$ cat config.mk
export PLATFORM = sky130hd
export DESIGN_NAME = mm3_front_flat
export DESIGN_NICKNAME = d
export VERILOG_FILES = /design/src/rtl/core/mm3_pkg.sv /design/src/rtl/core/mm3_if.sv /design/src/rtl/core/mm3_front.sv /design/src/flat_wrapper.sv
export SDC_FILE = /design/constraint.sdc
export NUM_CORES = 1
export LEC_CHECK = 0
export BUFFER_PORTS_ARGS = -buffer_cell sky130_fd_sc_hd__buf_2
export CAP_MARGIN = 20
export CORE_MARGIN = 2
export CORE_UTILIZATION = 35
export DETAILED_ROUTE_END_ITERATION = 8
export GPL_TIMING_DRIVEN = 0
export PLACE_DENSITY = 0.64
export REMOVE_ABC_BUFFERS = 1
export SETUP_SLACK_MARGIN = 0.4
export SLEW_MARGIN = 20
export SYNTH_ARGS = -nofsm -noshare
export SYNTH_HDL_FRONTEND = slang
export SYNTH_SLANG_ARGS = --single-unit
$ cat constraint.sdc
create_clock -name clk_i -period 7 [get_ports clk_i]
set_clock_uncertainty 0.2 [all_clocks]
set_input_delay 1.4 -clock clk_i [delete_from_list [all_inputs] [get_ports clk_i]]
set_output_delay 1.4 -clock clk_i [all_outputs]
set_load 0.01 [all_outputs]
$ cat src/rtl/core/mm3_pkg.sv
// Shared types and constants for the 128-bit murmur3 hash block.
package mm3_pkg;

  // Mixing constants
  localparam logic [63:0] MUL_A   = 64'h87C37B91114253D5;
  localparam logic [63:0] MUL_B   = 64'h4CF5AD432745937F;
  localparam logic [63:0] FIN_A   = 64'hFF51AFD7ED558CCD;
  localparam logic [63:0] FIN_B   = 64'hC4CEB9FE1A85EC53;
  localparam logic [63:0] ADD_ONE = 64'h0000000052DCE729;
  localparam logic [63:0] ADD_TWO = 64'h0000000038495AB5;

  localparam int unsigned ROT_K1   = 31;
  localparam int unsigned ROT_K2   = 33;
  localparam int unsigned ROT_H1   = 27;
  localparam int unsigned ROT_H2   = 31;
  localparam int unsigned FMIX_SHR = 33;

  localparam logic [3:0] BYTES_PER_WORD = 4'd8;

  // Command queue between front and back (power-of-two depth, pointers wrap)
  localparam int unsigned QUEUE_DEPTH = 2;
  localparam int unsigned QUEUE_AW    = $clog2(QUEUE_DEPTH);

  // Last partial-product step of the shared multiplier
  localparam logic [1:0] MUL_LAST_STEP = 2'd3;

  // One unit of work for the back end
  typedef struct packed {
    logic [63:0] k1;
    logic [63:0] k2;
    logic [63:0] length;
    logic        is_final;
    logic        is_block;
    logic        use_k1;
    logic        use_k2;
  } mm3_cmd_t;

  // Multiplier request / response
  typedef struct packed {
    logic        start;
    logic [63:0] operand;
    logic [63:0] factor;
  } mm3_mul_req_t;

  typedef struct packed {
    logic        done;
    logic [63:0] product;
  } mm3_mul_rsp_t;

  function automatic logic [63:0] rotl64(logic [63:0] v, int unsigned r);
    return (v << r) | (v >> (64 - r));
  endfunction

endpackage

$ cat src/rtl/core/mm3_if.sv
// Message word channel
interface mm3_in_if;
  logic        valid;
  logic        ready;
  logic [63:0] data_word;
  logic [3:0]  byte_count;
  logic        last;

  modport source (output valid, output data_word, output byte_count, output last,
                  input ready);
  modport sink   (input valid, input data_word, input byte_count, input last,
                  output ready);
endinterface


$ cat src/rtl/core/mm3_front.sv
// Front end: pairs words into blocks, masks the last word, counts bytes.
module mm3_front (
  input  logic              clk_i,
  input  logic              rst_ni,
  mm3_in_if.sink            in_i,
  input  logic              q_full_i,
  output logic              q_push_o,
  output mm3_pkg::mm3_cmd_t q_cmd_o
);

  logic        held_q, held_d;
  logic [63:0] held_word_q, held_word_d;
  logic [63:0] len_q, len_d;
  logic        accept;
  logic [3:0]  nb;
  logic [63:0] masked;
  logic [63:0] len_sum;
  logic        full_word;

  assign in_i.ready = !q_full_i;
  assign accept     = in_i.valid && !q_full_i;

  // Clamp byte count and zero the bytes past it
  always_comb begin
    nb = (in_i.byte_count > mm3_pkg::BYTES_PER_WORD) ? mm3_pkg::BYTES_PER_WORD
                                                     : in_i.byte_count;
    for (int i = 0; i < 8; i++) begin
      masked[i*8 +: 8] = (4'(i) < nb) ? in_i.data_word[i*8 +: 8] : 8'd0;
    end
    full_word = (nb == mm3_pkg::BYTES_PER_WORD);
    len_sum   = len_q + 64'(nb);
  end

  // Command build: a block on the second word of a pair, a final on last
  always_comb begin
    q_push_o         = accept && (in_i.last || held_q);
    q_cmd_o.length   = len_sum;
    if (in_i.last) begin
      q_cmd_o.is_final = 1'b1;
      q_cmd_o.is_block = held_q && full_word;
      q_cmd_o.k1       = held_q ? held_word_q : masked;
      q_cmd_o.k2       = masked;
      q_cmd_o.use_k1   = held_q || (nb != 4'd0);
      q_cmd_o.use_k2   = held_q && (nb != 4'd0);
    end else begin
      q_cmd_o.is_final = 1'b0;
      q_cmd_o.is_block = 1'b1;
      q_cmd_o.k1       = held_word_q;
      q_cmd_o.k2       = in_i.data_word;
      q_cmd_o.use_k1   = 1'b1;
      q_cmd_o.use_k2   = 1'b1;
    end
  end

  // Pairing and length state
  always_comb begin
    held_d      = held_q;
    held_word_d = held_word_q;
    len_d       = len_q;
    if (accept) begin
      if (in_i.last) begin
        held_d = 1'b0;
        len_d  = '0;
      end else begin
        len_d  = len_q + 64'(mm3_pkg::BYTES_PER_WORD);
        held_d = !held_q;
        if (!held_q) begin
          held_word_d = in_i.data_word;
        end
      end
    end
  end

  always_ff @(posedge clk_i or negedge rst_ni) begin
    if (!rst_ni) begin
      held_q <= 1'b0;
      len_q  <= '0;
    end else begin
      held_q <= held_d;
      len_q  <= len_d;
    end
  end

  always_ff @(posedge clk_i) begin
    held_word_q <= held_word_d;
  end

endmodule

$ cat src/flat_wrapper.sv
// flat-port wrapper written by rule: the top's interface ports become plain ports
module mm3_front_flat 
  (clk_i, rst_ni, q_full_i, q_push_o, q_cmd_o, in_i_valid, in_i_data_word, in_i_byte_count, in_i_last, in_i_ready);
  mm3_in_if in_i_i ();
  input  logic clk_i;
  input  logic rst_ni;
  input  logic q_full_i;
  output logic q_push_o;
  output mm3_pkg::mm3_cmd_t q_cmd_o;
  input wire logic [$bits(in_i_i.valid)-1:0] in_i_valid;
  input wire logic [$bits(in_i_i.data_word)-1:0] in_i_data_word;
  input wire logic [$bits(in_i_i.byte_count)-1:0] in_i_byte_count;
  input wire logic [$bits(in_i_i.last)-1:0] in_i_last;
  output wire logic [$bits(in_i_i.ready)-1:0] in_i_ready;
  assign in_i_i.valid = in_i_valid;
  assign in_i_i.data_word = in_i_data_word;
  assign in_i_i.byte_count = in_i_byte_count;
  assign in_i_i.last = in_i_last;
  assign in_i_ready = in_i_i.ready;
  mm3_front u_core (.clk_i(clk_i), .rst_ni(rst_ni), .in_i(in_i_i), .q_full_i(q_full_i), .q_push_o(q_push_o), .q_cmd_o(q_cmd_o));
endmodule
==> out/results.txt, run 1 <==
Area delta synth->final = 28.5%
Tot GR Track Use = 21.5%
Detailed-route wire length = 25600 um
Actual slew at the worst max-slew pin = 1.03 ns
Most common cell in the netlist = nor2_1
Synthesized area = 0.00784 mm2
Share of power burned in the clock network = 45.9%
Die Y = 154 um
Net Sw Frac = 26.1%
Final Power = 2.05 mW
RSZ-0062 raised after global routing = no
Routed vias = 7278
Largest net degree at the start of global routing = 50
Avg Cell Area, Syn = 9.57 um2
Die width = 154 um
Distinct cell type count after synthesis = 49
Hold Crit Class = reg2reg
CTS tree = built
Startpoint Class = input pin
Setup tns final = 0 ns
Peak fanout along the critical path = 16
Port Buffers = 270
Power share of the combinational group = 14.4%
CTS max path bufs = 2
Setup Viol. Count Final = 0
Post-CTS resize count = 0
Max VDD drop = 0.160 mV
Post-synth top area share = 24.5%
Vias in the first global route = 6821
Root buffer cell = clkbuf_16
Num CTS Buffers = 17
Leak = 4.56 nW
Synth top cells by count = 81 x nor2_1, 66 x nand2_1, 64 x edfxtp_1, 62 x dfrtp_1, 56 x a22o_1
Final GP Congestion = 0.904
Register area share after synthesis = 44.3%
Vias per cell = 5.36
Clk slew on worst S/H paths = 0.06 ns
IO Pins = 271
Top cells by area, synth = edfxtp_1 25%, dfrtp_1 20%, a22o_1 6.3%, xor2_1 5.6%, xnor2_1 4.2%
Fillers = 2122
Number of flops mapped to enable cells by yosys = 64
Final Max Slew Viols = 0
Share of power burned in registers = 39.7%
Register area = 0.00347 mm2
Crit path capture type = primary output
DRT Pass-1 Iters = 5
Post-route antenna net violation count = 0
DR iter-0 viols = 684
Final hold vios = 0
Worst-Skew Late Latency = 0.43 ns
Crit path DAT = 4.03 ns
DRC = 0
Cells after Synth = 820
ANT cells = 0
Post-CTS Setup Bufs = 0
Fin nets = 1141
Maxcap violations = 0
First-pass GRT wire length = 39600 um
Row cnt = 54
Highest clock rate = 0.178 GHz
Initial antenna violation count = 0
Post-synthesis async set-or-reset flop share = 49.2%
CTS Sinks = 126
Primary FF master, synth = edfxtp_1
Min cycle time layout = 5.63 ns
Switching pwr = 0.534 mW
#FFs+latches synth = 126
PD cells = 203 mW/mm2
DR WL/cell = 18.8 um
DP Wirelength = 19500 um
Worst Path Required = 5.40 ns
Internal power = 1.51 mW
Multi-input logic area = 0.00411 mm2
Period utilization = 80.4%
Leading area contributor after synthesis = edfxtp_1
Initial core utilization = 35.8%
Crit Path Category = in2out
Status = finished clean
Relative slew slack = 31.0%
Total gr overflow = 0
H-tree level count = 4
Die area = 0.0236 mm2
Synth warn = 0
Post-CTS Hold Buffers = 0
Core region area = 0.0219 mm2
Layout cells sized above 1 = 31.5%
-- placed cells by master (no fill, tap or decap), types with 3 or more instances in the layout --
cell,count
a22o_1,56
nor4_2,3
clkinv_4,3
nor3_1,17
ha_1,3
o21ai_0,36
or3_1,24
and3_1,13
nor2_1,80
nand4_1,35
xor2_1,50
nand4_2,4
clkbuf_16,17
nand4_4,4
xnor2_1,38
a21oi_1,33
o31ai_1,5
nand3_1,39
nor4_1,8
nand4b_1,3
buf_12,3
nor3_2,3
buf_2,269
nand2_1,65
and2_1,43
nor4_4,7
dfrtp_1,62
inv_1,13
edfxtp_1,64
bufinv_16,4
nor2b_1,28
or4_1,7
-- power groups by stage --
| stage | registers [mW] | logic (mW) | clock network, mW |
|---|---|---|---|
| floorplan | 0.824 | 0.144 | 0 |
| global placement | 0.827 | 0.288 | 0 |
| detailed placement | 0.826 | 0.298 | 0 |
| CTS | 0.812 | 0.298 | 0.957 |
| global route | 0.814 | 0.318 | 0.992 |
| finish | 0.812 | 0.295 | 0.940 |
-- worst max-delay path, stage by stage --
cell	delay [ns]
buf_2	0.27
ha_1	0.29
nand4_1	0.30
nor3_1	0.64
nand3_1	0.33
nor3_1	0.31
xor2_1	0.28
buf_2	0.19
-- routing by layer --
layer,routed length (um),vias to the layer above,global-route usage [%]
li1,-,3455,-
met1,11100,3515,28.3
met2,12300,266,35.3
met3,1440,42,3.86
met4,625,0,7.95
met5,0,-,0
-- per-stage QoR --
step                      hold WS (ns)  setup slack (ns)  cell area [um2]  utilization [%]  std cells
final                            0.370              1.37            10100             46.0       1357
after global routing             0.397              1.16            10100             46.0       1357
after CTS                        0.369              1.41            10100             46.0       1357
after detailed placement         0.359              1.43             9460             43.2       1326
after global placement           0.318             0.402             9320             42.6       1320
after floorplan                  0.296              1.87             7620                -        770
-- final cells by class --
type / count / area share [%]
multi-input cells: 631 / 40.8
flip-flops and latches: 126 / 34.5
repair buffers: 276 / 14.7
clock buffers: 17 / 4.22
well taps: 280 / 3.48
clock inverters: 14 / 1.91
inverters: 13 / 0.484
-- final timing paths --
check	startpoint	endpoint	slack (ns)	cells past startpoint
max	in_i_byte_count[3]	q_cmd_o[57]	1.37	8
min	u_core.len_q[62]	u_core.len_q[62]	0.37	2
max reg2reg	u_core.len_q[5]	u_core.len_q[42]	4.07	5
min reg2reg	u_core.len_q[62]	u_core.len_q[62]	0.37	2
max in group asynchronous	rst_ni	u_core.len_q[3]	5.44	2
min in group asynchronous	rst_ni	u_core.len_q[21]	0.63	1
-- state kept, by name, indices dropped and copies added, names as in the netlist --
name                cells
u_core.len_q           61
u_core.held_q           1
u_core.held_word_q     64
-- kinds of logic (layout without fill, tap and decap cells) --
logic type / after synthesis / after routing / synth area share, %
AO/OA/AOI/OAI: 139 / 139 / 12.1
XOR/XNOR: 88 / 88 / 9.83
adder cells (fa/ha/maj): 3 / 3 / 0.479
buffers and inverters: 63 / 320 / 3.53
flip-flops: 126 / 126 / 44.3
other: 1 / 1 / 0.0478
AND/OR/NAND/NOR: 400 / 400 / 29.7
(Power assumes the default switching activity.)
==> inputs of run 2 (changes only) <==
--- a/config.mk
+++ b/config.mk
@@ -11,7 +11,7 @@
 export CORE_UTILIZATION = 35
 export DETAILED_ROUTE_END_ITERATION = 8
 export GPL_TIMING_DRIVEN = 0
-export PLACE_DENSITY = 0.64
+export PLACE_DENSITY = 0.67
 export REMOVE_ABC_BUFFERS = 1
 export SETUP_SLACK_MARGIN = 0.4
 export SLEW_MARGIN = 20
==> constraint.sdc (replaced) <==
create_clock -name clk_i -period 4.9 [get_ports clk_i]
set_clock_uncertainty 0.2 [all_clocks]
set_input_delay 0.98 -clock clk_i [delete_from_list [all_inputs] [get_ports clk_i]]
set_output_delay 0.98 -clock clk_i [all_outputs]
set_load 0.01 [all_outputs]
==> run 2 against run 1 <==
Against the previous run: cell area is 0.48% higher; core utilization rose by 0.22 points; non-clock buffer count is 2 higher; clock-buffer cell count is 1 higher; routed wire length up 2.9%; setup slack lost 0.82 ns; flip-flop and latch count did not move; sequential power grew 43%; power rose by 42%; first-iteration DRC count grew 14%; register-to-register slack got worse by 2.3 ns; critical path type unchanged; critical endpoint is now q_cmd_o[56]; largest cell class unchanged; highest routed layer unchanged.
==> out/results.txt, run 2 (synthesis results as in run 1) <==
CTS tree = built (unchanged)
Worst-Skew Late Latency = 0.43 ns (about the same)
Largest Register = u_core.held_word_q (unchanged)
Total gr overflow = 0 (unchanged)
Most frequent cells in the layout = 269 x buf_2, 80 x nor2_1, 65 x nand2_1 (unchanged)
IO Pins = 271 (unchanged)
DR WL/cell = 19.3 um (was 18.8 um)
Pre-CTS setup slack = 0.150 ns (was 1.43 ns)
Max VDD drop = 0.206 mV (was 0.160 mV)
Vias in the first global route = 6797 (was 6821)
CTS Sinks = 126 (unchanged)
Top Registers = u_core.held_word_q (64), u_core.len_q (61), u_core.held_q (1) (unchanged)
RSZ-0062 raised after global routing = no (unchanged)
Die Y = 154 um (unchanged)
Most common cell after layout, fill and taps aside = buf_2 (unchanged)
Initial core utilization = 35.8% (unchanged)
Leak = 4.60 nW (was 4.56 nW)
Final instance area = 0.0101 mm2 (about the same)
Status = finished clean (unchanged)
Port Buffers = 270 (unchanged)
H-tree level count = 4 (unchanged)
CTS max path bufs = 2 (unchanged)
Min cycle time layout = 4.34 ns
Tot GR Track Use = 21.8% (was 21.5%)
Peak fanout along the critical path = 16 (unchanged)
Fin nets = 1143 (was 1141)
Die width = 154 um (unchanged)
Final GP Congestion = 0.932 (was 0.904)
Reg2reg path depth = 5 (unchanged)
FF-to-FF setup slack = 1.81 ns (was 4.07 ns)
Worst Path Required = 3.72 ns (was 5.40 ns)
Startpoint Class = input pin (unchanged)
Placed cells = 1325 (was 1326)
Routed vias = 7486 (was 7278)
Initial antenna violation count = 0 (unchanged)
Crit path capture type = primary output (unchanged)
Reg-to-reg endpoint = u_core.len_q[50] (was u_core.len_q[42])
Final Non-Filler Cells = 1360 (was 1357)
Crit Path Category = in2out (unchanged)
Core region area = 0.0219 mm2 (unchanged)
Relative slew slack = 27.0% (was 31.0%)
DR iter-0 viols = 782 (was 684)
Final hold vios = 0 (unchanged)
First-pass GRT wire length = 40200 um (was 39600 um)
Vias per cell = 5.50 (was 5.36)
Largest net degree at the start of global routing = 62 (was 50)
Fillers = 2111 (was 2122)
Largest register FFs = 64 (unchanged)
DRC = 0 (unchanged)
DRT Pass-1 Iters = 5 (unchanged)
Setup crit end = q_cmd_o[56] (was q_cmd_o[57])
Detailed-route wire length = 26300 um (was 25600 um)
Crit path DAT = 3.16 ns (was 4.03 ns)
CP Launch Point = in_i_byte_count[3] (unchanged)
Hold Crit Class = in2async (was reg2reg)
Post-route antenna net violation count = 0 (unchanged)
Final Max Slew Viols = 0 (unchanged)
Setup Viol. Count Final = 0 (unchanged)
Worst Setup Slack, final = 0.555 ns (was 1.37 ns)
Actual slew at the worst max-slew pin = 1.09 ns (was 1.03 ns)
Num CTS Buffers = 17 (unchanged)
Area delta synth->final = 29.1% (was 28.5%)
Layout cells sized above 1 = 31.9% (was 31.5%)
Period utilization = 88.7%
DP Area = 0.00946 mm2 (about the same)
Final Power = 2.90 mW (was 2.05 mW)
Die area = 0.0236 mm2 (unchanged)
Clk slew on worst S/H paths = 0.06 ns (about the same)
DP Wirelength = 20000 um (was 19500 um)
Launching point of the worst reg2reg path = u_core.len_q[5] (unchanged)
Highest clock rate = 0.230 GHz
ANT cells = 0 (unchanged)
Root buffer cell = clkbuf_16 (unchanged)
PD cells = 286 mW/mm2 (was 203 mW/mm2)
Maxcap violations = 0 (unchanged)
Row cnt = 54 (unchanged)
run 2: final cells by class:
type,count,area (um2),share of cell area [%]
repair buffers,278,1500,14.8
clock inverters,14,173,1.71
clock buffers,18,429,4.24
flip-flops and latches,126,3470,34.3
well taps,280,350,3.46
multi-input cells,631,4150,41.0
inverters,13,48.8,0.482
run 2: layer usage:
metal	wire length (um)	global-route usage [%]	up-vias	share of wire (%)
met2	12400	34.5	290	47
met1	11900	30.8	3708	45
met3	1420	3.04	37	5.4
met5	0	0	-	0
met4	647	7.43	0	2.5
li1	-	-	3451	-
run 2: what timing repair did:
action,CTS,global route
buffers inserted,1,2
endpoints found under the hold margin,0,0
cloned,0,0
resized for setup,2,4
hold buffers,0,0
setup endpoints to repair,15,14
pin swaps,1,0
run 2: where the power goes:
group	internal, mW	switching (mW)	total (mW)
Clock	0.770	0.545	1.32
Sequential	1.14	0.0174	1.16
Combinational	0.173	0.254	0.427
run 2: how the worst min path moves through the flow:
stage,depth (start not counted),slack [ns],from,end
floorplan,1,0.30,u_core.held_q,u_core.held_q
global placement,1,0.32,u_core.held_q,u_core.held_q
detailed placement,2,0.36,u_core.len_q[62],u_core.len_q[62]
CTS,1,0.30,rst_ni,u_core.len_q[47]
global route,1,0.32,rst_ni,u_core.len_q[47]
finish,1,0.30,rst_ni,u_core.len_q[56]
run 2: through the flow:
step,hold slack [ns],setup TNS [ns],util (%)
after detailed placement,0.356,0,43.2
after floorplan,0.296,0,-
after global placement,0.322,-126.25,42.6
final,0.296,0,46.3
after CTS,0.299,0,46.1
after global routing,0.318,0,46.3
run 2: critical path, cell delays in order:
cell      delay (ns)
buf_2           0.28
ha_1            0.28
inv_1           0.14
a211oi_4        0.41
nand3_2         0.24
or3_1           0.41
xnor2_1         0.23
buf_2           0.18
