**config.mk**
```make
export PLATFORM = sky130hd
export DESIGN_NAME = mm3_fifo
export DESIGN_NICKNAME = d
export VERILOG_FILES = /design/src/rtl/core/mm3_pkg.sv /design/src/rtl/core/mm3_fifo.sv
export SDC_FILE = /design/constraint.sdc
export NUM_CORES = 1
export LEC_CHECK = 0
export BUFFER_PORTS_ARGS = -buffer_cell sky130_fd_sc_hd__buf_2
export CORE_MARGIN = 2
export CORE_UTILIZATION = 56
export CTS_CLUSTER_SIZE = 40
export DETAILED_ROUTE_END_ITERATION = 7
export PLACE_DENSITY = 0.89
export SYNTH_ARGS = -nofsm -noshare
export SYNTH_HDL_FRONTEND = slang
export SYNTH_SLANG_ARGS = --single-unit
```
**constraint.sdc**
```tcl
create_clock -name clk_i -period 10.34 [get_ports clk_i]
set_clock_uncertainty 0.1 [all_clocks]
set_input_delay 2.068 -clock clk_i [delete_from_list [all_inputs] [get_ports clk_i]]
set_output_delay 2.068 -clock clk_i [all_outputs]
set_load 0.05 [all_outputs]
```
**src/rtl/core/mm3_pkg.sv**
```systemverilog
// Shared types and constants for the 128-bit murmur3 hash block.
package mm3_pkg;

  // Mixing constants
  localparam logic [63:0] MUL_A   = 64'h87C37B91114253D5;
  localparam logic [63:0] MUL_B   = 64'h4CF5AD432745937F;
  localparam logic [63:0] FIN_A   = 64'hFF51AFD7ED558CCD;
  localparam logic [63:0] FIN_B   = 64'hC4CEB9FE1A85EC53;
  localparam logic [63:0] ADD_ONE = 64'h0000000052DCE729;
  localparam logic [63:0] ADD_TWO = 64'h0000000038495AB5;

  localparam int unsigned ROT_K1   = 31;
  localparam int unsigned ROT_K2   = 33;
  localparam int unsigned ROT_H1   = 27;
  localparam int unsigned ROT_H2   = 31;
  localparam int unsigned FMIX_SHR = 33;

  localparam logic [3:0] BYTES_PER_WORD = 4'd8;

  // Command queue between front and back (power-of-two depth, pointers wrap)
  localparam int unsigned QUEUE_DEPTH = 2;
  localparam int unsigned QUEUE_AW    = $clog2(QUEUE_DEPTH);

  // Last partial-product step of the shared multiplier
  localparam logic [1:0] MUL_LAST_STEP = 2'd3;

  // One unit of work for the back end
  typedef struct packed {
    logic [63:0] k1;
    logic [63:0] k2;
    logic [63:0] length;
    logic        is_final;
    logic        is_block;
    logic        use_k1;
    logic        use_k2;
  } mm3_cmd_t;

  // Multiplier request / response
  typedef struct packed {
    logic        start;
    logic [63:0] operand;
    logic [63:0] factor;
  } mm3_mul_req_t;

  typedef struct packed {
    logic        done;
    logic [63:0] product;
  } mm3_mul_rsp_t;

  function automatic logic [63:0] rotl64(logic [63:0] v, int unsigned r);
    return (v << r) | (v >> (64 - r));
  endfunction

endpackage

```
**src/rtl/core/mm3_fifo.sv**
```systemverilog
// Short command queue between front and back.
module mm3_fifo (
  input  logic              clk_i,
  input  logic              rst_ni,
  input  logic              push_i,
  input  mm3_pkg::mm3_cmd_t push_cmd_i,
  output logic              full_o,
  input  logic              pop_i,
  output mm3_pkg::mm3_cmd_t head_o,
  output logic              empty_o
);

  mm3_pkg::mm3_cmd_t               mem_q [mm3_pkg::QUEUE_DEPTH];
  logic [mm3_pkg::QUEUE_AW-1:0]    wr_ptr_q, wr_ptr_d;
  logic [mm3_pkg::QUEUE_AW-1:0]    rd_ptr_q, rd_ptr_d;
  logic [mm3_pkg::QUEUE_AW:0]      count_q, count_d;

  assign full_o  = (count_q == (mm3_pkg::QUEUE_AW + 1)'(mm3_pkg::QUEUE_DEPTH));
  assign empty_o = (count_q == '0);
  assign head_o  = mem_q[rd_ptr_q];

  // Pointer and fill count update
  always_comb begin
    wr_ptr_d = wr_ptr_q + (mm3_pkg::QUEUE_AW)'(push_i);
    rd_ptr_d = rd_ptr_q + (mm3_pkg::QUEUE_AW)'(pop_i);
    count_d  = count_q + (mm3_pkg::QUEUE_AW + 1)'(push_i)
                       - (mm3_pkg::QUEUE_AW + 1)'(pop_i);
  end

  always_ff @(posedge clk_i or negedge rst_ni) begin
    if (!rst_ni) begin
      wr_ptr_q <= '0;
      rd_ptr_q <= '0;
      count_q  <= '0;
    end else begin
      wr_ptr_q <= wr_ptr_d;
      rd_ptr_q <= rd_ptr_d;
      count_q  <= count_d;
    end
  end

  always_ff @(posedge clk_i) begin
    if (push_i) begin
      mem_q[wr_ptr_q] <= push_cmd_i;
    end
  end

  assert property (@(posedge clk_i) disable iff (!rst_ni) push_i |-> !full_o)
    else $error("push into full command queue");

  assert property (@(posedge clk_i) disable iff (!rst_ni) pop_i |-> !empty_o)
    else $error("pop from empty command queue");

endmodule

```
==> results.cfg, run 1 <==
[cts]
post_cts_buffers = 0
insertion_delay_ns = 0.52
cts_hold_buf = 0
cts_tree = built
numCtsBuffers = 39
clockRootBuffer = clkbuf_16
clock-sinks = 396
cts_resized = 0
path_clk_slew_ns = 0.06
ctsLongestPathBuffers = 3
h-tree-depth = 2

[sta]
setup_slack_ns = 4.62
slew_headroom_pct = 24.7
setup-tns-final_ns = 0
grt_setup_unrepaired = no
fin_crit_ns = 5.72
fin_crit_sh_pct = 55.4
drv_slew = 0
timing.hold.ws_ns = 0.546
setup-violations-final = 0
fmax_ghz = 0.175
hold_violations = 0
tightest_slew_ns = 1.13

[worst_setup_path]
startpoint_type = flip-flop
crit_fanout = 62
crit_required_ns = 8.17
r2r_cells = 3
endpoint_kind = output pin
arrival_ns = 3.56
critical_path_class = reg2out

[placed_design]
hpwl_mm = 20.3
dpl_cell_area_mm2 = 0.0172
gp_congestion = 0.819
dpl_worst_slack_ns = 5.08
port_buffers = 397

[drt]
ant_nets = 0
drc = 0
viasPerCell = 5.27
wirelength_mm = 30.1
drt-initial-drc-count = 708
vias = 7498
first_pass_iters = 5
wl_per_cell_um = 21.2

[yosys]
seq_area_frac_synth_pct = 79.8
ys.flop_type = edfxtp_1
ys_ff_latch = 396
synthAdderAreaFrac_pct = 0.336
synth_top_family_by_area = multiplexers
synth_cell_type_count = 12
yosysTopAreaCellShare_pct = 79.1
synth.area.mux_share_pct = 18.1
synthTopCellsByArea = edfxtp_1, mux2_4, mux2_2
syn_area_mm2 = 0.0149
synth_cells = 626
synth_xor_area_share_pct = 0.219
yosys_warnings = 0
async_flop_share_pct = 1.01
synth-edff-count = 392
yosys-top-cells-count = edfxtp_1, mux2_4, mux2_2
synth_compound_area_share_pct = 0
yosys.area.top_type = edfxtp_1
synth_nets = 830
synth_most_common_cell = edfxtp_1
synthSimpleGateAreaFrac_pct = 0.0672
avgSynthCellArea_um2 = 23.8

[floorplanning]
ios = 398
dieHeight_um = 167
start_util_pct = 57.1
die-area_mm2 = 0.0279
num_rows = 59
die_w_um = 167
core_area_mm2 = 0.0261

[global_route]
grt_max_degree = 84
antenna_found_initial = 10
grt_pass1_vias = 8043
grt-ovfl-total = 0
grt.total_usage_pct = 21.2
grt_pass1_wl_mm = 44.8

[worst_hold_path]
min_path_type = reg2reg
whs_path_depth = 1

[power]
p_leak_nw = 7.32
power_density_mw_per_mm2 = 332
ir_drop_mv = 0.245

[status]
run_status = completed

[cells_and_area]
drive_gt1_share_pct = 61.0
final_cell_area_mm2 = 0.0184
utilization_pct = 70.6
final_nets = 1253
syn_to_final_growth_pct = 23.6

[job]
maxCapViolCount = 0
==> kinds of logic after synthesis <==
kind of cell / after synthesis
XOR/XNOR: 2
multiplexers: 196
AND/OR/NAND/NOR: 2
buffers and inverters: 26
flip-flops: 396
adder cells (fa/ha/maj): 4
==> stage by stage <==
step | power [mW] | cells
finish | 6.10 | 1422
global route | 6.32 | 1421
CTS | 6.16 | 1415
detailed placement | 4.83 | 1343
global placement | 4.78 | 1343
floorplan | 4.40 | 626
==> where the power goes <==
part / leakage (nW) / switching (mW) / internal [mW]
clock: 0.594 / 0.556 / 0.762
sequential: 3.72 / 0.0970 / 2.14
combinational: 3.00 / 1.78 / 0.764
==> flip-flops by register name (all words and copies together) (netlist names) <==
register and cells:
mem_q 392, count_q 2, wr_ptr_q 1, rd_ptr_q 1
==> per-layer routing <==
layer | vias to the layer above | wire, um | global-route usage, %
met5 | - | 44 | 0
met3 | 87 | 2460 | 6.32
met4 | 6 | 1190 | 9.18
met1 | 3669 | 10600 | 23.6
met2 | 371 | 15800 | 37.7
li1 | 3365 | - | -
==> area by class of cell <==
class | count | area (um2)
Sequential cell | 396 | 11900
Fill cell | 1608 | 7670
Multi-Input combinational cell | 204 | 2810
Timing Repair Buffer | 404 | 2040
Clock buffer | 47 | 1030
Tap cell | 335 | 419
Clock inverter | 25 | 184
Antenna cell | 7 | 17.5
Inverter | 4 | 15.0
==> final timing paths <==
| path | from | endpoint | slack [ns] |
|---|---|---|---|
| max | rd_ptr_q | head_o[29] | 4.62 |
| min | count_q[1] | count_q[1] | 0.55 |
| max reg2reg | wr_ptr_q | mem_q[0][102] | 7.90 |
| min reg2reg | count_q[1] | count_q[1] | 0.55 |
| max in group asynchronous | rst_ni | rd_ptr_q | 8.68 |
| min in group asynchronous | rst_ni | wr_ptr_q | 1.27 |
==> layout by cell type (no fill, tap or decap) <==
cell / instances
nor2b_1: 1
clkinvlp_4: 2
clkbuf_16: 40
xor3_1: 1
mux2_2: 66
clkinv_2: 10
dfrtp_1: 3
buf_2: 397
diode_2: 7
clkinv_8: 1
ha_4: 2
mux2_4: 130
ha_1: 2
xor2_1: 1
bufinv_16: 2
clkinv_1: 9
dfrtp_4: 1
edfxtp_1: 392
nor2_1: 1
clkbuf_1: 7
inv_1: 4
buf_4: 7
inv_6: 1
==> critical path: stages (launching register included) <==
cell and delay (ns):
dfrtp_4 0.64, buf_4 0.83, buf_4 0.88, mux2_2 0.42, buf_2 0.21
No activity file was read; power rests on OpenSTA's default activity.
==> run 2: changes to the inputs <==
ABC_AREA = 1   (was unset)
CORE_UTILIZATION = 53   (was 56)
PLACE_DENSITY = 0.85   (was 0.89)
clock period = 5.64 ns   (was 10.34 ns; I/O delays follow)
==> results.cfg, run 2 <==
[sta]
setup_slack_ns = 1.73
tightest_slew_ns = 0.919
fmax_ghz = 0.256
setup-violations-final = 0
setup-tns-final_ns = 0
grt_setup_unrepaired = no
hold_violations = 0
slew_headroom_pct = 38.7
drv_slew = 0
fin_crit_ns = 3.91
fin_crit_sh_pct = 69.3

[worst_setup_path]
worstPathCellList = buf_4, nand2_1, o21ai_2, buf_2
path_buf_inv = 2
endpoint_kind = output pin
crit_fanout = 73
arrival_ns = 2.68
startpoint_type = flip-flop
slowest_stage = dfrtp_4
critical_path_class = reg2out
crit_required_ns = 4.41
cp_top_family = flip-flops
max_stage_delay_ns = 1.03

[global_route]
top_usage_layer = met2
globalRouteMet3Util_pct = 7.44
grt_max_degree = 87
grt-ovfl-total = 0
met1_usage_pct = 23.7
antenna_found_initial = 5
grt_pass1_vias = 9474
grt.total_usage_pct = 20.9
grt_pass1_wl_mm = 49.4
grtUsageMet2_pct = 36.6

[yosys]
synth_compound_area_share_pct = 10.4
synth-edff-count = 392
yosys.area.top_type = edfxtp_1
synthTopCellsByArea = edfxtp_1, o21ai_2, inv_1
synth_xor_area_share_pct = 0.0564
synth_most_common_cell = edfxtp_1
synth_cells = 1048
yosys_warnings = 0
synth_top_family_by_area = compound AO/OA/AOI/OAI gates
yosysTopAreaCellShare_pct = 75.8
syn_area_mm2 = 0.0155
synth_cell_type_count = 14
synthSimpleGateAreaFrac_pct = 4.94
avgSynthCellArea_um2 = 14.8
async_flop_share_pct = 1.01
ys.flop_type = edfxtp_1
seq_area_frac_synth_pct = 76.4
yosys-top-cells-count = edfxtp_1, inv_1, nand2_1
ys_ff_latch = 396
synth.area.mux_share_pct = 0
synth_nets = 1252
synthAdderAreaFrac_pct = 0.322

[power]
power_density_mw_per_mm2 = 638
switching_share_pct = 45.3
power.switching_mw = 5.51
power.clock.fraction_pct = 22.2
internal_power_mw = 6.66
ir_drop_mv = 0.595
p_leak_nw = 8.12
pwr-share-comb_pct = 43.8
power_frac_seq_pct = 34.0

[drt]
wl_per_cell_um = 17.3
ant_nets = 0
drt-initial-drc-count = 694
wirelength_mm = 32.4
drc = 0
vias = 9226
viasPerCell = 4.93
first_pass_iters = 5

[cells_and_area]
mostFrequentLayoutCells = buf_2, edfxtp_1, inv_1
final_nets = 1657
top_regs = mem_q (392), count_q (2)
largest_reg_flops = 392
multiInputGateArea_mm2 = 0.00247
nFillCells = 1926
syn_to_final_growth_pct = 22.8
drive_gt1_share_pct = 43.0
stdcell_count = 1872
regMostFlops = mem_q
regArea_mm2 = 0.0119
mostFrequentLayoutCell = buf_2

[floorplanning]
start_util_pct = 54.0
num_rows = 62
core_area_mm2 = 0.0288
die-area_mm2 = 0.0307
ios = 398
die_w_um = 175
dieHeight_um = 175

[placed_design]
dp.cells = 1795
gp_congestion = 0.792
hpwl_mm = 22.1
port_buffers = 397
dpl_worst_slack_ns = 2.29

[job]
maxCapViolCount = 0

[status]
run_status = completed

[cts]
cts_tree = built
insertion_delay_ns = 0.51
h-tree-depth = 2
path_clk_slew_ns = 0.06
cts_resized = 0
cts_hold_buf = 0
clock-sinks = 396
clockRootBuffer = clkbuf_16
numCtsBuffers = 40
post_cts_buffers = 0
ctsLongestPathBuffers = 3

[worst_hold_path]
min_path_type = in2async
-- run 2: cell count changes in the layout (fill, tap and decap cells not counted), moves of 5 or more --
cell       previous run  this run
inv_1                 4       203
mux2_2               66         0
o21ai_0               0        17
buf_12                0         5
mux2_4              130         0
nand2_1               0       201
bufinv_16             2         7
o21ai_2               0       170
o21ai_1               0         9
-- run 2: worst paths after layout --
path	from	end	slack, ns	cells after the start
max in group asynchronous	rst_ni	rd_ptr_q	4.97	1
min	rst_ni	count_q[0]	0.32	1
min reg2reg	count_q[1]	count_q[1]	0.53	3
min in group clk_i	count_q[1]	count_q[1]	0.53	3
max reg2reg	wr_ptr_q	mem_q[0][76]	3.16	3
max	rd_ptr_q	head_o[19]	1.73	4
-- run 2: metrics by stage --
step	hold slack (ns)	cell area [um2]	util, %	power [mW]
6_report	0.317	19100	66.3	12.2
3_3_place_gp	0.469	17700	61.5	9.44
2_1_floorplan	0.446	15500	-	8.58
4_1_cts	0.300	19100	66.2	12.3
3_5_place_dp	0.506	17700	61.5	9.56
5_1_grt	0.294	19100	66.3	12.7
-- run 2: layout make-up --
type / count / share of cell area (%)
flip-flops and latches: 396 / 62.3
multi-input cells: 405 / 12.9
repair buffers: 407 / 11.1
clock buffers: 45 / 5.46
inverters: 203 / 3.99
well taps: 384 / 2.52
clock inverters: 27 / 1.62
diodes: 5 / 0.0656
-- run 2: logic make-up (layout without fill, tap and decap cells) --
| family | after synthesis | count (layout) |
|---|---|---|
| DFF | 396 | 396 |
| xor gates and xnor gates | 1 | 1 |
| and+or+nand+nor | 204 | 204 |
| AOI/OAI and AO/OA | 196 | 196 |
| buffers and inverters | 247 | 682 |
| other | 0 | 5 |
| adders and majority gates | 4 | 4 |
-- run 2: per-layer routing --
layer	share of wire [%]	vias to the layer above
met2	51	379
met1	36	4339
met3	10	71
li1	-	4433
met5	0.065	-
met4	2.7	4
-- run 2: power by group through the flow --
stage	combinational, mW	sequential [mW]	clock, mW
final	5.34	4.13	2.70
after global routing	5.64	4.20	2.86
after CTS	5.39	4.14	2.75
after detailed placement	5.36	4.20	0
after global placement	5.28	4.17	0
after floorplan	4.47	4.11	0
==> run 3: changes to the inputs <==
clock period = 3.81 ns   (was 5.64 ns; I/O delays follow)
==> results.cfg, run 3 (synthesis results as in run 2) <==
[cells_and_area]
syn_to_final_growth_pct = 23.5
regMostFlops = mem_q
mostFrequentLayoutCells = buf_2, edfxtp_1, inv_1
largest_reg_flops = 392
drive_gt1_share_pct = 43.3
top_regs = mem_q (392), count_q (2)
final_cell_area_mm2 = 0.0192
final_nets = 1676
mostFrequentLayoutCell = buf_2

[floorplanning]
start_util_pct = 54.0
die-area_mm2 = 0.0307
core_area_mm2 = 0.0288
num_rows = 62
dieHeight_um = 175
die_w_um = 175
ios = 398

[placed_design]
dpl_cell_area_mm2 = 0.0179
gp_congestion = 0.850
hpwl_mm = 23.5
port_buffers = 397

[worst_setup_path]
crit_required_ns = 2.95
critical_path_class = reg2out
arrival_ns = 2.45
crit_fanout = 110
startpoint_type = flip-flop
endpoint_kind = output pin

[status]
run_status = completed

[power]
power_density_mw_per_mm2 = 935
finalPower_mw = 17.9
ir_drop_mv = 0.789
p_leak_nw = 8.18

[cts]
clockRootBuffer = clkbuf_16
insertion_delay_ns = 0.51
ctsLongestPathBuffers = 3
numCtsBuffers = 40
h-tree-depth = 2
path_clk_slew_ns = 0.06
post_cts_buffers = 0
cts_resized = 0
clock-sinks = 396
cts_tree = built

[sta]
drv_slew = 0
timing.hold.ws_ns = 0.334
hold_violations = 0
tightest_slew_ns = 0.789
fin_crit_ns = 3.31
setup-tns-final_ns = 0
fmax_ghz = 0.302
fin_crit_sh_pct = 86.8
slew_headroom_pct = 47.4
setup-violations-final = 0
grt_setup_unrepaired = no

[drt]
wirelength_mm = 33.9
vias = 9466
viasPerCell = 5.02
ant_nets = 0
first_pass_iters = 6
drt-initial-drc-count = 722
drc = 0
wl_per_cell_um = 18.0

[worst_hold_path]
min_path_type = in2reg

[global_route]
grt_max_degree = 111
grt.total_usage_pct = 22.0
grt-ovfl-total = 0
grt_pass1_vias = 9756
grt_pass1_wl_mm = 51.9
antenna_found_initial = 6

[job]
maxCapViolCount = 0
[run 3: layer usage]
| layer | wire length, um | global-route usage, % | share of wire [%] | vias to the layer above |
|---|---|---|---|---|
| met3 | 3450 | 7.16 | 10 | 63 |
| li1 | - | - | - | 4446 |
| met4 | 839 | 6.84 | 2.5 | 2 |
| met5 | 13 | 0 | 0.038 | - |
| met2 | 17500 | 39.2 | 52 | 446 |
| met1 | 12100 | 25.2 | 36 | 4509 |
[run 3: critical path: stages (launching register included)]
cell and delay (ns):
dfrtp_4 0.70, buf_12 0.45, nand2_1 0.20, o21ai_2 0.11, buf_2 0.29
[run 3: through the flow]
| step | instances | util, % | setup slack, ns |
|---|---|---|---|
| 4_1_cts | 1882 | 66.6 | 0.517 |
| 2_1_floorplan | 1048 | - | 1.09 |
| 6_report | 1886 | 66.7 | 0.502 |
| 3_3_place_gp | 1813 | 62.3 | 1.17 |
| 5_1_grt | 1885 | 66.7 | 0.401 |
| 3_5_place_dp | 1813 | 62.3 | 1.11 |
[run 3: path summary, 6_finish.rpt]
check / start / endpoint / slack [ns] / cells after the start
max: rd_ptr_q / head_o[50] / 0.50 / 4
min: push_cmd_i[186] / mem_q[0][186] / 0.33 / 1
max reg2reg: wr_ptr_q / mem_q[0][19] / 1.86 / 3
min reg2reg: count_q[1] / count_q[1] / 0.53 / 3
max in group asynchronous: rst_ni / rd_ptr_q / 2.95 / 2
min in group asynchronous: rst_ni / count_q[0] / 0.52 / 2
[run 3: layout make-up]
cell class,count,area (um2)
diodes,4,10.0
clock buffers,52,1080
clock inverters,16,153
fillers,1932,9600
inverters,203,762
multi-input cells,405,2470
flip-flops and latches,396,11900
well taps,384,480
repair buffers,426,2360
[run 3: timing repair]
| item | in CTS | in global routing |
|---|---|---|
| hold endpoints to repair | 4 | 0 |
| hold buffers | 1 | 0 |
| setup endpoints to repair | 0 | 0 |
[run 3: where the power goes]
part / switching [mW] / internal [mW]
Combinational: 6.43 / 1.76
Clock: 1.51 / 2.19
Sequential: 0.271 / 5.77
