$ cat config.mk
export PLATFORM = sky130hd
export DESIGN_NAME = mm3_back_flat
export DESIGN_NICKNAME = d
export VERILOG_FILES = /design/src/rtl/core/mm3_pkg.sv /design/src/rtl/core/mm3_if.sv /design/src/rtl/core/mm3_mul.sv /design/src/rtl/core/mm3_back.sv /design/src/flat_wrapper.sv
export SDC_FILE = /design/constraint.sdc
export NUM_CORES = 2
export LEC_CHECK = 0
export ABC_AREA = 1
export BUFFER_PORTS_ARGS = -buffer_cell sky130_fd_sc_hd__buf_4
export CAP_MARGIN = 25
export CORE_MARGIN = 4
export CORE_UTILIZATION = 62
export DETAILED_ROUTE_END_ITERATION = 8
export PLACE_DENSITY = 0.89
export REMOVE_ABC_BUFFERS = 1
export SLEW_MARGIN = 20
export SYNTH_ARGS = -nofsm -noshare
export SYNTH_HDL_FRONTEND = slang
export SYNTH_SLANG_ARGS = --single-unit
$ cat constraint.sdc
create_clock -name clk_i -period 15.43 [get_ports clk_i]
set_clock_uncertainty 0.1 [all_clocks]
set_input_delay 4.629 -clock clk_i [delete_from_list [all_inputs] [get_ports clk_i]]
set_output_delay 4.629 -clock clk_i [all_outputs]
set_load 0.1 [all_outputs]
$ cat src/rtl/core/mm3_pkg.sv
// Shared types and constants for the 128-bit murmur3 hash block.
package mm3_pkg;

  // Mixing constants
  localparam logic [63:0] MUL_A   = 64'h87C37B91114253D5;
  localparam logic [63:0] MUL_B   = 64'h4CF5AD432745937F;
  localparam logic [63:0] FIN_A   = 64'hFF51AFD7ED558CCD;
  localparam logic [63:0] FIN_B   = 64'hC4CEB9FE1A85EC53;
  localparam logic [63:0] ADD_ONE = 64'h0000000052DCE729;
  localparam logic [63:0] ADD_TWO = 64'h0000000038495AB5;

  localparam int unsigned ROT_K1   = 31;
  localparam int unsigned ROT_K2   = 33;
  localparam int unsigned ROT_H1   = 27;
  localparam int unsigned ROT_H2   = 31;
  localparam int unsigned FMIX_SHR = 33;

  localparam logic [3:0] BYTES_PER_WORD = 4'd8;

  // Command queue between front and back (power-of-two depth, pointers wrap)
  localparam int unsigned QUEUE_DEPTH = 2;
  localparam int unsigned QUEUE_AW    = $clog2(QUEUE_DEPTH);

  // Last partial-product step of the shared multiplier
  localparam logic [1:0] MUL_LAST_STEP = 2'd3;

  // One unit of work for the back end
  typedef struct packed {
    logic [63:0] k1;
    logic [63:0] k2;
    logic [63:0] length;
    logic        is_final;
    logic        is_block;
    logic        use_k1;
    logic        use_k2;
  } mm3_cmd_t;

  // Multiplier request / response
  typedef struct packed {
    logic        start;
    logic [63:0] operand;
    logic [63:0] factor;
  } mm3_mul_req_t;

  typedef struct packed {
    logic        done;
    logic [63:0] product;
  } mm3_mul_rsp_t;

  function automatic logic [63:0] rotl64(logic [63:0] v, int unsigned r);
    return (v << r) | (v >> (64 - r));
  endfunction

endpackage

$ cat src/rtl/core/mm3_if.sv


// Digest channel
interface mm3_out_if;
  logic        valid;
  logic        ready;
  logic [63:0] digest_low;
  logic [63:0] digest_high;

  modport source (output valid, output digest_low, output digest_high, input ready);
  modport sink   (input valid, input digest_low, input digest_high, output ready);
endinterface

$ cat src/rtl/core/mm3_mul.sv
// 64x64 multiply, low 64 bits, over one shared 32x32 multiplier.
// Three partial products, each registered before accumulation.
module mm3_mul (
  input  logic                  clk_i,
  input  logic                  rst_ni,
  input  mm3_pkg::mm3_mul_req_t req_i,
  output mm3_pkg::mm3_mul_rsp_t rsp_o
);

  logic        busy_q, busy_d;
  logic        done_q, done_d;
  logic [1:0]  step_q, step_d;
  logic [63:0] x_q, x_d;
  logic [63:0] c_q, c_d;
  logic [63:0] prod_q, prod_d;
  logic [63:0] acc_q, acc_d;
  logic [31:0] mul_a, mul_b;

  // Partial product select: lo*lo, lo*hi, hi*lo
  always_comb begin
    case (step_q)
      2'd0: begin
        mul_a = x_q[31:0];
        mul_b = c_q[31:0];
      end
      2'd1: begin
        mul_a = x_q[31:0];
        mul_b = c_q[63:32];
      end
      2'd2: begin
        mul_a = x_q[63:32];
        mul_b = c_q[31:0];
      end
      default: begin
        mul_a = '0;
        mul_b = '0;
      end
    endcase
  end

  // Step control and accumulation
  always_comb begin
    busy_d = busy_q;
    done_d = 1'b0;
    step_d = step_q;
    x_d    = x_q;
    c_d    = c_q;
    prod_d = prod_q;
    acc_d  = acc_q;
    if (req_i.start && !busy_q) begin
      busy_d = 1'b1;
      step_d = '0;
      x_d    = req_i.operand;
      c_d    = req_i.factor;
    end else if (busy_q) begin
      prod_d = 64'(mul_a) * 64'(mul_b);
      step_d = step_q + 2'd1;
      if (step_q == 2'd1) begin
        acc_d = prod_q;
      end else if (step_q != 2'd0) begin
        acc_d = acc_q + {prod_q[31:0], 32'd0};
      end
      if (step_q == mm3_pkg::MUL_LAST_STEP) begin
        busy_d = 1'b0;
        done_d = 1'b1;
      end
    end
  end

  always_ff @(posedge clk_i or negedge rst_ni) begin
    if (!rst_ni) begin
      busy_q <= 1'b0;
      done_q <= 1'b0;
      step_q <= '0;
    end else begin
      busy_q <= busy_d;
      done_q <= done_d;
      step_q <= step_d;
    end
  end

  always_ff @(posedge clk_i) begin
    x_q    <= x_d;
    c_q    <= c_d;
    prod_q <= prod_d;
    acc_q  <= acc_d;
  end

  assign rsp_o.done    = done_q;
  assign rsp_o.product = acc_q;

endmodule

$ cat src/rtl/core/mm3_back.sv
// Back end: premixes the block words, updates the lanes, finalizes.
module mm3_back (
  input  logic              clk_i,
  input  logic              rst_ni,
  input  logic              q_empty_i,
  input  mm3_pkg::mm3_cmd_t q_head_i,
  output logic              q_pop_o,
  mm3_out_if.source         out_o
);

  localparam logic [4:0] S_IDLE = 5'd0;
  localparam logic [4:0] S_PA1  = 5'd1;
  localparam logic [4:0] S_PA2  = 5'd2;
  localparam logic [4:0] S_PB1  = 5'd3;
  localparam logic [4:0] S_PB2  = 5'd4;
  localparam logic [4:0] S_C1   = 5'd5;
  localparam logic [4:0] S_C2   = 5'd6;
  localparam logic [4:0] S_C3   = 5'd7;
  localparam logic [4:0] S_C4   = 5'd8;
  localparam logic [4:0] S_TAIL = 5'd9;
  localparam logic [4:0] S_F1   = 5'd10;
  localparam logic [4:0] S_F2   = 5'd11;
  localparam logic [4:0] S_F3   = 5'd12;
  localparam logic [4:0] S_F4   = 5'd13;
  localparam logic [4:0] S_FA1  = 5'd14;
  localparam logic [4:0] S_FA2  = 5'd15;
  localparam logic [4:0] S_FB1  = 5'd16;
  localparam logic [4:0] S_FB2  = 5'd17;
  localparam logic [4:0] S_F5   = 5'd18;
  localparam logic [4:0] S_F6   = 5'd19;
  localparam logic [4:0] S_OUT  = 5'd20;

  logic [4:0]            state_q, state_d;
  mm3_pkg::mm3_cmd_t     cmd_q, cmd_d;
  logic [63:0]           a_q, a_d;
  logic [63:0]           b_q, b_d;
  logic [63:0]           f_q, f_d;
  logic [63:0]           s_q, s_d;
  logic                  pend_q, pend_d;
  logic                  out_valid_q, out_valid_d;
  logic [63:0]           dig_lo_q, dig_lo_d;
  logic [63:0]           dig_hi_q, dig_hi_d;
  logic                  mul_state;
  logic                  mul_start;
  logic [63:0]           prod;
  mm3_pkg::mm3_mul_req_t mreq;
  mm3_pkg::mm3_mul_rsp_t mrsp;

  mm3_mul u_mul (
    .clk_i  (clk_i),
    .rst_ni (rst_ni),
    .req_i  (mreq),
    .rsp_o  (mrsp)
  );

  assign prod = mrsp.product;

  // Multiply states issue one request and wait for its result
  assign mul_state = (state_q == S_PA1) || (state_q == S_PA2) || (state_q == S_PB1) ||
                     (state_q == S_PB2) || (state_q == S_FA1) || (state_q == S_FA2) ||
                     (state_q == S_FB1) || (state_q == S_FB2);

  always_comb begin
    mul_start = mul_state && !pend_q;
    pend_d    = pend_q;
    if (mul_start) begin
      pend_d = 1'b1;
    end else if (mrsp.done) begin
      pend_d = 1'b0;
    end
  end

  // Sequencer
  always_comb begin
    state_d      = state_q;
    cmd_d        = cmd_q;
    a_d          = a_q;
    b_d          = b_q;
    f_d          = f_q;
    s_d          = s_q;
    dig_lo_d     = dig_lo_q;
    dig_hi_d     = dig_hi_q;
    out_valid_d  = out_valid_q && !out_o.ready;
    q_pop_o      = 1'b0;
    mreq.start   = mul_start;
    mreq.operand = a_q;
    mreq.factor  = mm3_pkg::MUL_A;
    case (state_q)
      S_IDLE: begin
        if (!q_empty_i) begin
          q_pop_o = 1'b1;
          cmd_d   = q_head_i;
          a_d     = q_head_i.k1;
          b_d     = q_head_i.k2;
          state_d = S_PA1;
        end
      end
      S_PA1: begin
        mreq.factor = mm3_pkg::MUL_A;
        if (mrsp.done) begin
          a_d     = mm3_pkg::rotl64(prod, mm3_pkg::ROT_K1);
          state_d = S_PA2;
        end
      end
      S_PA2: begin
        mreq.factor = mm3_pkg::MUL_B;
        if (mrsp.done) begin
          a_d     = prod;
          state_d = S_PB1;
        end
      end
      S_PB1: begin
        mreq.operand = b_q;
        mreq.factor  = mm3_pkg::MUL_B;
        if (mrsp.done) begin
          b_d     = mm3_pkg::rotl64(prod, mm3_pkg::ROT_K2);
          state_d = S_PB2;
        end
      end
      S_PB2: begin
        mreq.operand = b_q;
        mreq.factor  = mm3_pkg::MUL_A;
        if (mrsp.done) begin
          b_d     = prod;
          state_d = cmd_q.is_block ? S_C1 : S_TAIL;
        end
      end
      // Full block lane update
      S_C1: begin
        f_d     = mm3_pkg::rotl64(f_q ^ a_q, mm3_pkg::ROT_H1) + s_q;
        state_d = S_C2;
      end
      S_C2: begin
        f_d     = (f_q << 2) + f_q + mm3_pkg::ADD_ONE;
        state_d = S_C3;
      end
      S_C3: begin
        s_d     = mm3_pkg::rotl64(s_q ^ b_q, mm3_pkg::ROT_H2) + f_q;
        state_d = S_C4;
      end
      S_C4: begin
        s_d     = (s_q << 2) + s_q + mm3_pkg::ADD_TWO;
        state_d = cmd_q.is_final ? S_F1 : S_IDLE;
      end
      // Partial tail: xor only
      S_TAIL: begin
        if (cmd_q.use_k2) begin
          s_d = s_q ^ b_q;
        end
        if (cmd_q.use_k1) begin
          f_d = f_q ^ a_q;
        end
        state_d = S_F1;
      end
      // Finalization
      S_F1: begin
        a_d     = f_q ^ cmd_q.length;
        b_d     = s_q ^ cmd_q.length;
        state_d = S_F2;
      end
      S_F2: begin
        a_d     = a_q + b_q;
        state_d = S_F3;
      end
      S_F3: begin
        b_d     = b_q + a_q;
        state_d = S_F4;
      end
      S_F4: begin
        a_d     = a_q ^ (a_q >> mm3_pkg::FMIX_SHR);
        b_d     = b_q ^ (b_q >> mm3_pkg::FMIX_SHR);
        state_d = S_FA1;
      end
      S_FA1: begin
        mreq.factor = mm3_pkg::FIN_A;
        if (mrsp.done) begin
          a_d     = prod ^ (prod >> mm3_pkg::FMIX_SHR);
          state_d = S_FA2;
        end
      end
      S_FA2: begin
        mreq.factor = mm3_pkg::FIN_B;
        if (mrsp.done) begin
          a_d     = prod ^ (prod >> mm3_pkg::FMIX_SHR);
          state_d = S_FB1;
        end
      end
      S_FB1: begin
        mreq.operand = b_q;
        mreq.factor  = mm3_pkg::FIN_A;
        if (mrsp.done) begin
          b_d     = prod ^ (prod >> mm3_pkg::FMIX_SHR);
          state_d = S_FB2;
        end
      end
      S_FB2: begin
        mreq.operand = b_q;
        mreq.factor  = mm3_pkg::FIN_B;
        if (mrsp.done) begin
          b_d     = prod ^ (prod >> mm3_pkg::FMIX_SHR);
          state_d = S_F5;
        end
      end
      S_F5: begin
        a_d     = a_q + b_q;
        state_d = S_F6;
      end
      S_F6: begin
        b_d     = b_q + a_q;
        state_d = S_OUT;
      end
      // Load the output register once it is free, restart the lanes
      S_OUT: begin
        if (!out_valid_q || out_o.ready) begin
          dig_lo_d    = a_q;
          dig_hi_d    = b_q;
          out_valid_d = 1'b1;
          f_d         = '0;
          s_d         = '0;
          state_d     = S_IDLE;
        end
      end
      default: begin
        state_d = S_IDLE;
      end
    endcase
  end

  always_ff @(posedge clk_i or negedge rst_ni) begin
    if (!rst_ni) begin
      state_q     <= S_IDLE;
      pend_q      <= 1'b0;
      out_valid_q <= 1'b0;
      f_q         <= '0;
      s_q         <= '0;
    end else begin
      state_q     <= state_d;
      pend_q      <= pend_d;
      out_valid_q <= out_valid_d;
      f_q         <= f_d;
      s_q         <= s_d;
    end
  end

  always_ff @(posedge clk_i) begin
    cmd_q    <= cmd_d;
    a_q      <= a_d;
    b_q      <= b_d;
    dig_lo_q <= dig_lo_d;
    dig_hi_q <= dig_hi_d;
  end

  assign out_o.valid       = out_valid_q;
  assign out_o.digest_low  = dig_lo_q;
  assign out_o.digest_high = dig_hi_q;

  // A multiplier result only arrives for an outstanding request
  assert property (@(posedge clk_i) disable iff (!rst_ni) mrsp.done |-> pend_q)
    else $error("multiplier result without request");

  // Delivering a digest leaves clean lanes and a pending output
  assert property (@(posedge clk_i) disable iff (!rst_ni)
    (state_q == S_OUT && state_d == S_IDLE) |=> (f_q == '0 && s_q == '0 && out_valid_q))
    else $error("lanes not cleared after digest");

endmodule

$ cat src/flat_wrapper.sv
// flat-port wrapper written by rule: the top's interface ports become plain ports
module mm3_back_flat 
  (clk_i, rst_ni, q_empty_i, q_head_i, q_pop_o, out_o_valid, out_o_digest_low, out_o_digest_high, out_o_ready);
  mm3_out_if out_o_i ();
  input  logic clk_i;
  input  logic rst_ni;
  input  logic q_empty_i;
  input  mm3_pkg::mm3_cmd_t q_head_i;
  output logic q_pop_o;
  output wire logic [$bits(out_o_i.valid)-1:0] out_o_valid;
  output wire logic [$bits(out_o_i.digest_low)-1:0] out_o_digest_low;
  output wire logic [$bits(out_o_i.digest_high)-1:0] out_o_digest_high;
  input wire logic [$bits(out_o_i.ready)-1:0] out_o_ready;
  assign out_o_valid = out_o_i.valid;
  assign out_o_digest_low = out_o_i.digest_low;
  assign out_o_digest_high = out_o_i.digest_high;
  assign out_o_i.ready = out_o_ready;
  mm3_back u_core (.clk_i(clk_i), .rst_ni(rst_ni), .q_empty_i(q_empty_i), .q_head_i(q_head_i), .q_pop_o(q_pop_o), .out_o(out_o_i));
endmodule
==> results.toml, run 1 <==
[place]
portBuffers = 329
hpwl_mm = 452
dpl-instance-area_um2 = 103000
gp_congestion = 1.29
place_inst = 16300
dp_slack_ns = 4.84

[synthesis]
synth-edff-count = 530
synth_top_cell_area_share_pct = 18.6
synth_ff_type = "edfxtp_1"
synth_cell_type_count = 56
synthesis.area_per_instance_um2 = 6.96
synth_top_family_by_area = "adder cells"
yosys.area_share.simple_pct = 27.9
async_reset_ff_share_pct = 20.8
synthTopCellsByArea = "fa_1 19%, edfxtp_1 16%, nand2_1 16%"
syn_inst = 13900
synth_seq_area_share_pct = 20.0
synthTopCellsByCount = "4087 x nand2_1, 2706 x inv_1, 1740 x nor2_1"
synth-compound-area-share_pct = 8.13
ys_ff_latch = 669
synthesis.area_um2 = 97100
synth_area_leader = "fa_1"
most_frequently_used_cell_type_in_the_post_synthesis_netlist = "nand2_1"
synthAdderAreaFrac_pct = 28.0
synth.mux.area_fraction_pct = 0
synthXorXnorAreaFrac_pct = 4.05
synthesis.yosys.warnings = 0

[outcome]
run_status = "stopped before the end"
haltStage = "global routing (5_1_grt)"
tool.error = "[ERROR GRT-0116] Global routing finished with congestion. Check the congestion regions in the DRC Viewer."

[global_route]
gr-total-overflow = 448
pin_count_of_the_biggest_net_entering_global_routing = 71
gr-usage-all-layers_pct = 79.7
grt_pass1_vias = 116000
first_pass_grt_wire_length_mm = 936

[floorplan]
io_pins = 330
placementRows = 144
dieWidth_um = 404
starting_density_of_the_core_pct = 62.7
die_h_um = 404

[cts]
post-cts-setup-buffer-count = 0
cts-resized-gates = 0
clock_sinks = 669
cts_bufs_inserted = 81
postCtsHoldBufs = 0
cts_root_buf = "clkbuf_16"
htree_num_levels = 3
max-clock-path-buffers = 3
-- metal layers --
metal	track usage, %	GRT overflow
met3	71.0	15
met2	92.7	236
met5	41.6	1
met1	79.3	16
met4	75.9	180
-- stage by stage --
stage	utilization, %	hold slack [ns]
2_1_floorplan	-	0.350
3_3_place_gp	66.4	0.347
3_5_place_dp	66.5	0.346
4_1_cts	68.2	0.357
-- logic make-up after synthesis --
logic type / count (synthesis)
simple gates: 6783
fa+ha+maj: 1633
flops: 669
xor+xnor: 449
buf+inv: 3058
compound gates: 1357
==> run 2, diff against run 1 <==
--- a/config.mk
+++ b/config.mk
@@ -9,9 +9,9 @@
 export BUFFER_PORTS_ARGS = -buffer_cell sky130_fd_sc_hd__buf_4
 export CAP_MARGIN = 25
 export CORE_MARGIN = 4
-export CORE_UTILIZATION = 62
+export CORE_UTILIZATION = 40
 export DETAILED_ROUTE_END_ITERATION = 8
-export PLACE_DENSITY = 0.89
+export PLACE_DENSITY_LB_ADDON = 0.15
 export REMOVE_ABC_BUFFERS = 1
 export SLEW_MARGIN = 20
 export SYNTH_ARGS = -nofsm -noshare
==> results.toml, run 2 <==
[finish]
area_of_the_multi_input_gates_um2 = 66400
layout-drive-gt1-share_pct = 6.36
mostFrequentLayoutCell = "nand2_1"
flip_flop_count_of_the_largest_register_after_layout = 68
register_area_um2 = 19400
fillCellCount = 26000
most_frequent_cells_in_the_layout = "4079 x nand2_1, 2703 x inv_1, 1728 x nor2_1, 900 x fa_1, 730 x ha_1"
area_growth_pct = 11.2
finalInstanceArea_um2 = 108000
nNetsFinal = 16200
regMostFlops = "u_core.cmd_q"

[place]
dp_slack_ns = 4.39
portBuffers = 329
hpwl_mm = 490
dpl-instance-area_um2 = 105000
gp_congestion = 1.11

[timing]
rsz0062_at_grt = "false"
final_worst_path_cycle_share_pct = 72.3
slew_headroom_pct = 10.3
final_period_minus_worst_setup_slack_ns = 11.16
finalHoldViolations = 0
finalHoldWorstSlack_ns = 0.386
worst-slew-pin-transition_ns = 1.31
timing.final.ws_setup_ns = 4.27
setup_total_negative_slack_ns = 0
timing.fmax_mhz = 89.6
setup-violations-final = 0
timing_max_transition_violations_final = 0

[detailed_routing]
total_number_of_vias = 102000
finalWirelength_mm = 582
drt-wirelength-per-cell_um = 32.9
drt-initial-drc-count = 14600
number_of_search_and_repair_iterations_in_the_first_detailed_routing_pass = 8
residual_drc = 0
detail_route.vias_per_cell = 5.80
ant_nets = 0

[global_route]
grt.met2_usage_pct = 64.7
gr-usage-all-layers_pct = 45.4
groute.layer.met3.usage_pct = 14.8
grt_pass1_vias = 96400
grt_busiest_layer = "met2"
gr-total-overflow = 0
pin_count_of_the_biggest_net_entering_global_routing = 71
globalRouteMet1Util_pct = 55.9
first_pass_grt_wire_length_mm = 786
initial_antenna_violation_count = 93

[synthesis]
synthTopCellsByArea = "fa_1 19%, edfxtp_1 16%, nand2_1 16%"
synthesis.area_um2 = 97100
synthesis.yosys.warnings = 0
synthesis.area_per_instance_um2 = 6.96
synth_top_cell_area_share_pct = 18.6
synth-edff-count = 530
async_reset_ff_share_pct = 20.8
synthTopCellsByCount = "4087 x nand2_1, 2706 x inv_1, 1740 x nor2_1"
ys_ff_latch = 669
synth_ff_type = "edfxtp_1"
syn_inst = 13900
synth_cell_type_count = 56
most_frequently_used_cell_type_in_the_post_synthesis_netlist = "nand2_1"
synth_area_leader = "fa_1"
synth_seq_area_share_pct = 20.0

[worst_setup_path]
setup.worst_path.start_class = "register"
reg2reg_setup_slack_ns = 4.27
setup.worst_path.class = "reg -> reg"
crit_required_ns = 15.85
timing.critical_path.fanout_max = 32
critical_path_arrival_ns = 11.58
cpMaxStageDelayCell = "clkinv_1"
critPathCaptureType = "register"
cp_slowest_stage_delay_ns = 0.87
worst_path_most_repeated_cell = "fa_1"

[floorplan]
dieWidth_um = 501
placementRows = 180
io_pins = 330
fp.dieArea_um2 = 251000
coreArea_um2 = 241000
die_h_um = 501
starting_density_of_the_core_pct = 40.3

[cts]
post-cts-setup-buffer-count = 0
cts_bufs_inserted = 85
postCtsHoldBufs = 0
clkTransAtPathRegs_ns = 0.06
worst_skew_pair.late_latency_ns = 0.82
tritoncts = "done"
cts_root_buf = "clkbuf_16"
cts-resized-gates = 0
htree_num_levels = 3
max-clock-path-buffers = 3
clock_sinks = 669

[min_path]
timing.hold.worst.class = "reg -> reg"

[outcome]
run_status = "complete, no violations"

[job]
timing.max_cap.violations = 0
run 2: critical path: cells and delay by family (launching register included):
| family | cells | cell delay [ns] |
|---|---|---|
| AOI/OAI and AO/OA | 6 | 1.43 |
| adders and majority gates | 10 | 4.89 |
| buffers and inverters | 9 | 2.04 |
| DFF | 1 | 0.45 |
| and+or+nand+nor | 7 | 1.89 |
run 2: cell type report:
class	count	area share, %
sequential	669	18.0
timing repair buffer	631	4.51
clock buffer	102	2.06
multi-input combinational	10200	61.5
antenna	57	0.132
inverter	2748	9.56
tap	3185	3.69
clock inverter	56	0.642
run 2: kinds of logic after synthesis:
| family | Yosys count | share of synthesized area, % |
|---|---|---|
| compound gates | 1357 | 8.13 |
| simple gates | 6783 | 27.9 |
| flops | 669 | 20.0 |
| xor+xnor | 449 | 4.05 |
| fa+ha+maj | 1633 | 28.0 |
| buf+inv | 3058 | 11.9 |
run 2: final timing paths:
| kind | startpoint | endpoint | depth (start not counted) |
|---|---|---|---|
| max | u_core.u_mul.step_q[1]$_DFFE_PN0P_ | u_core.u_mul.prod_q[61]$_DFFE_PP_ | 32 |
| min | u_core.pend_q$_DFFE_PN0P_ | u_core.pend_q$_DFFE_PN0P_ | 2 |
| max reg2reg | u_core.u_mul.step_q[1]$_DFFE_PN0P_ | u_core.u_mul.prod_q[61]$_DFFE_PP_ | 32 |
| min reg2reg | u_core.pend_q$_DFFE_PN0P_ | u_core.pend_q$_DFFE_PN0P_ | 2 |
| max in group asynchronous | rst_ni | u_core.u_mul.busy_q$_DFF_PN0_ | 2 |
| min in group asynchronous | rst_ni | u_core.f_q[56]$_DFFE_PN0P_ | 1 |
run 2: layer usage:
| layer | up-vias | share of wire, % |
|---|---|---|
| li1 | 44100 | - |
| met1 | 49400 | 37 |
| met2 | 7103 | 40 |
| met3 | 1816 | 12 |
| met4 | 36 | 10 |
| met5 | - | 0.095 |
run 2: stage by stage:
step,utilization [%],std cells
4_1_cts,44.7,17600
6_report,44.8,17700
5_1_grt,44.8,17600
3_5_place_dp,43.5,17400
3_3_place_gp,43.4,17400
2_1_floorplan,-,13600
Power of run 2 is left out: the tool's default activity adds up to more than one toggle a clock period on the data nets, which glitch-free logic cannot reach.
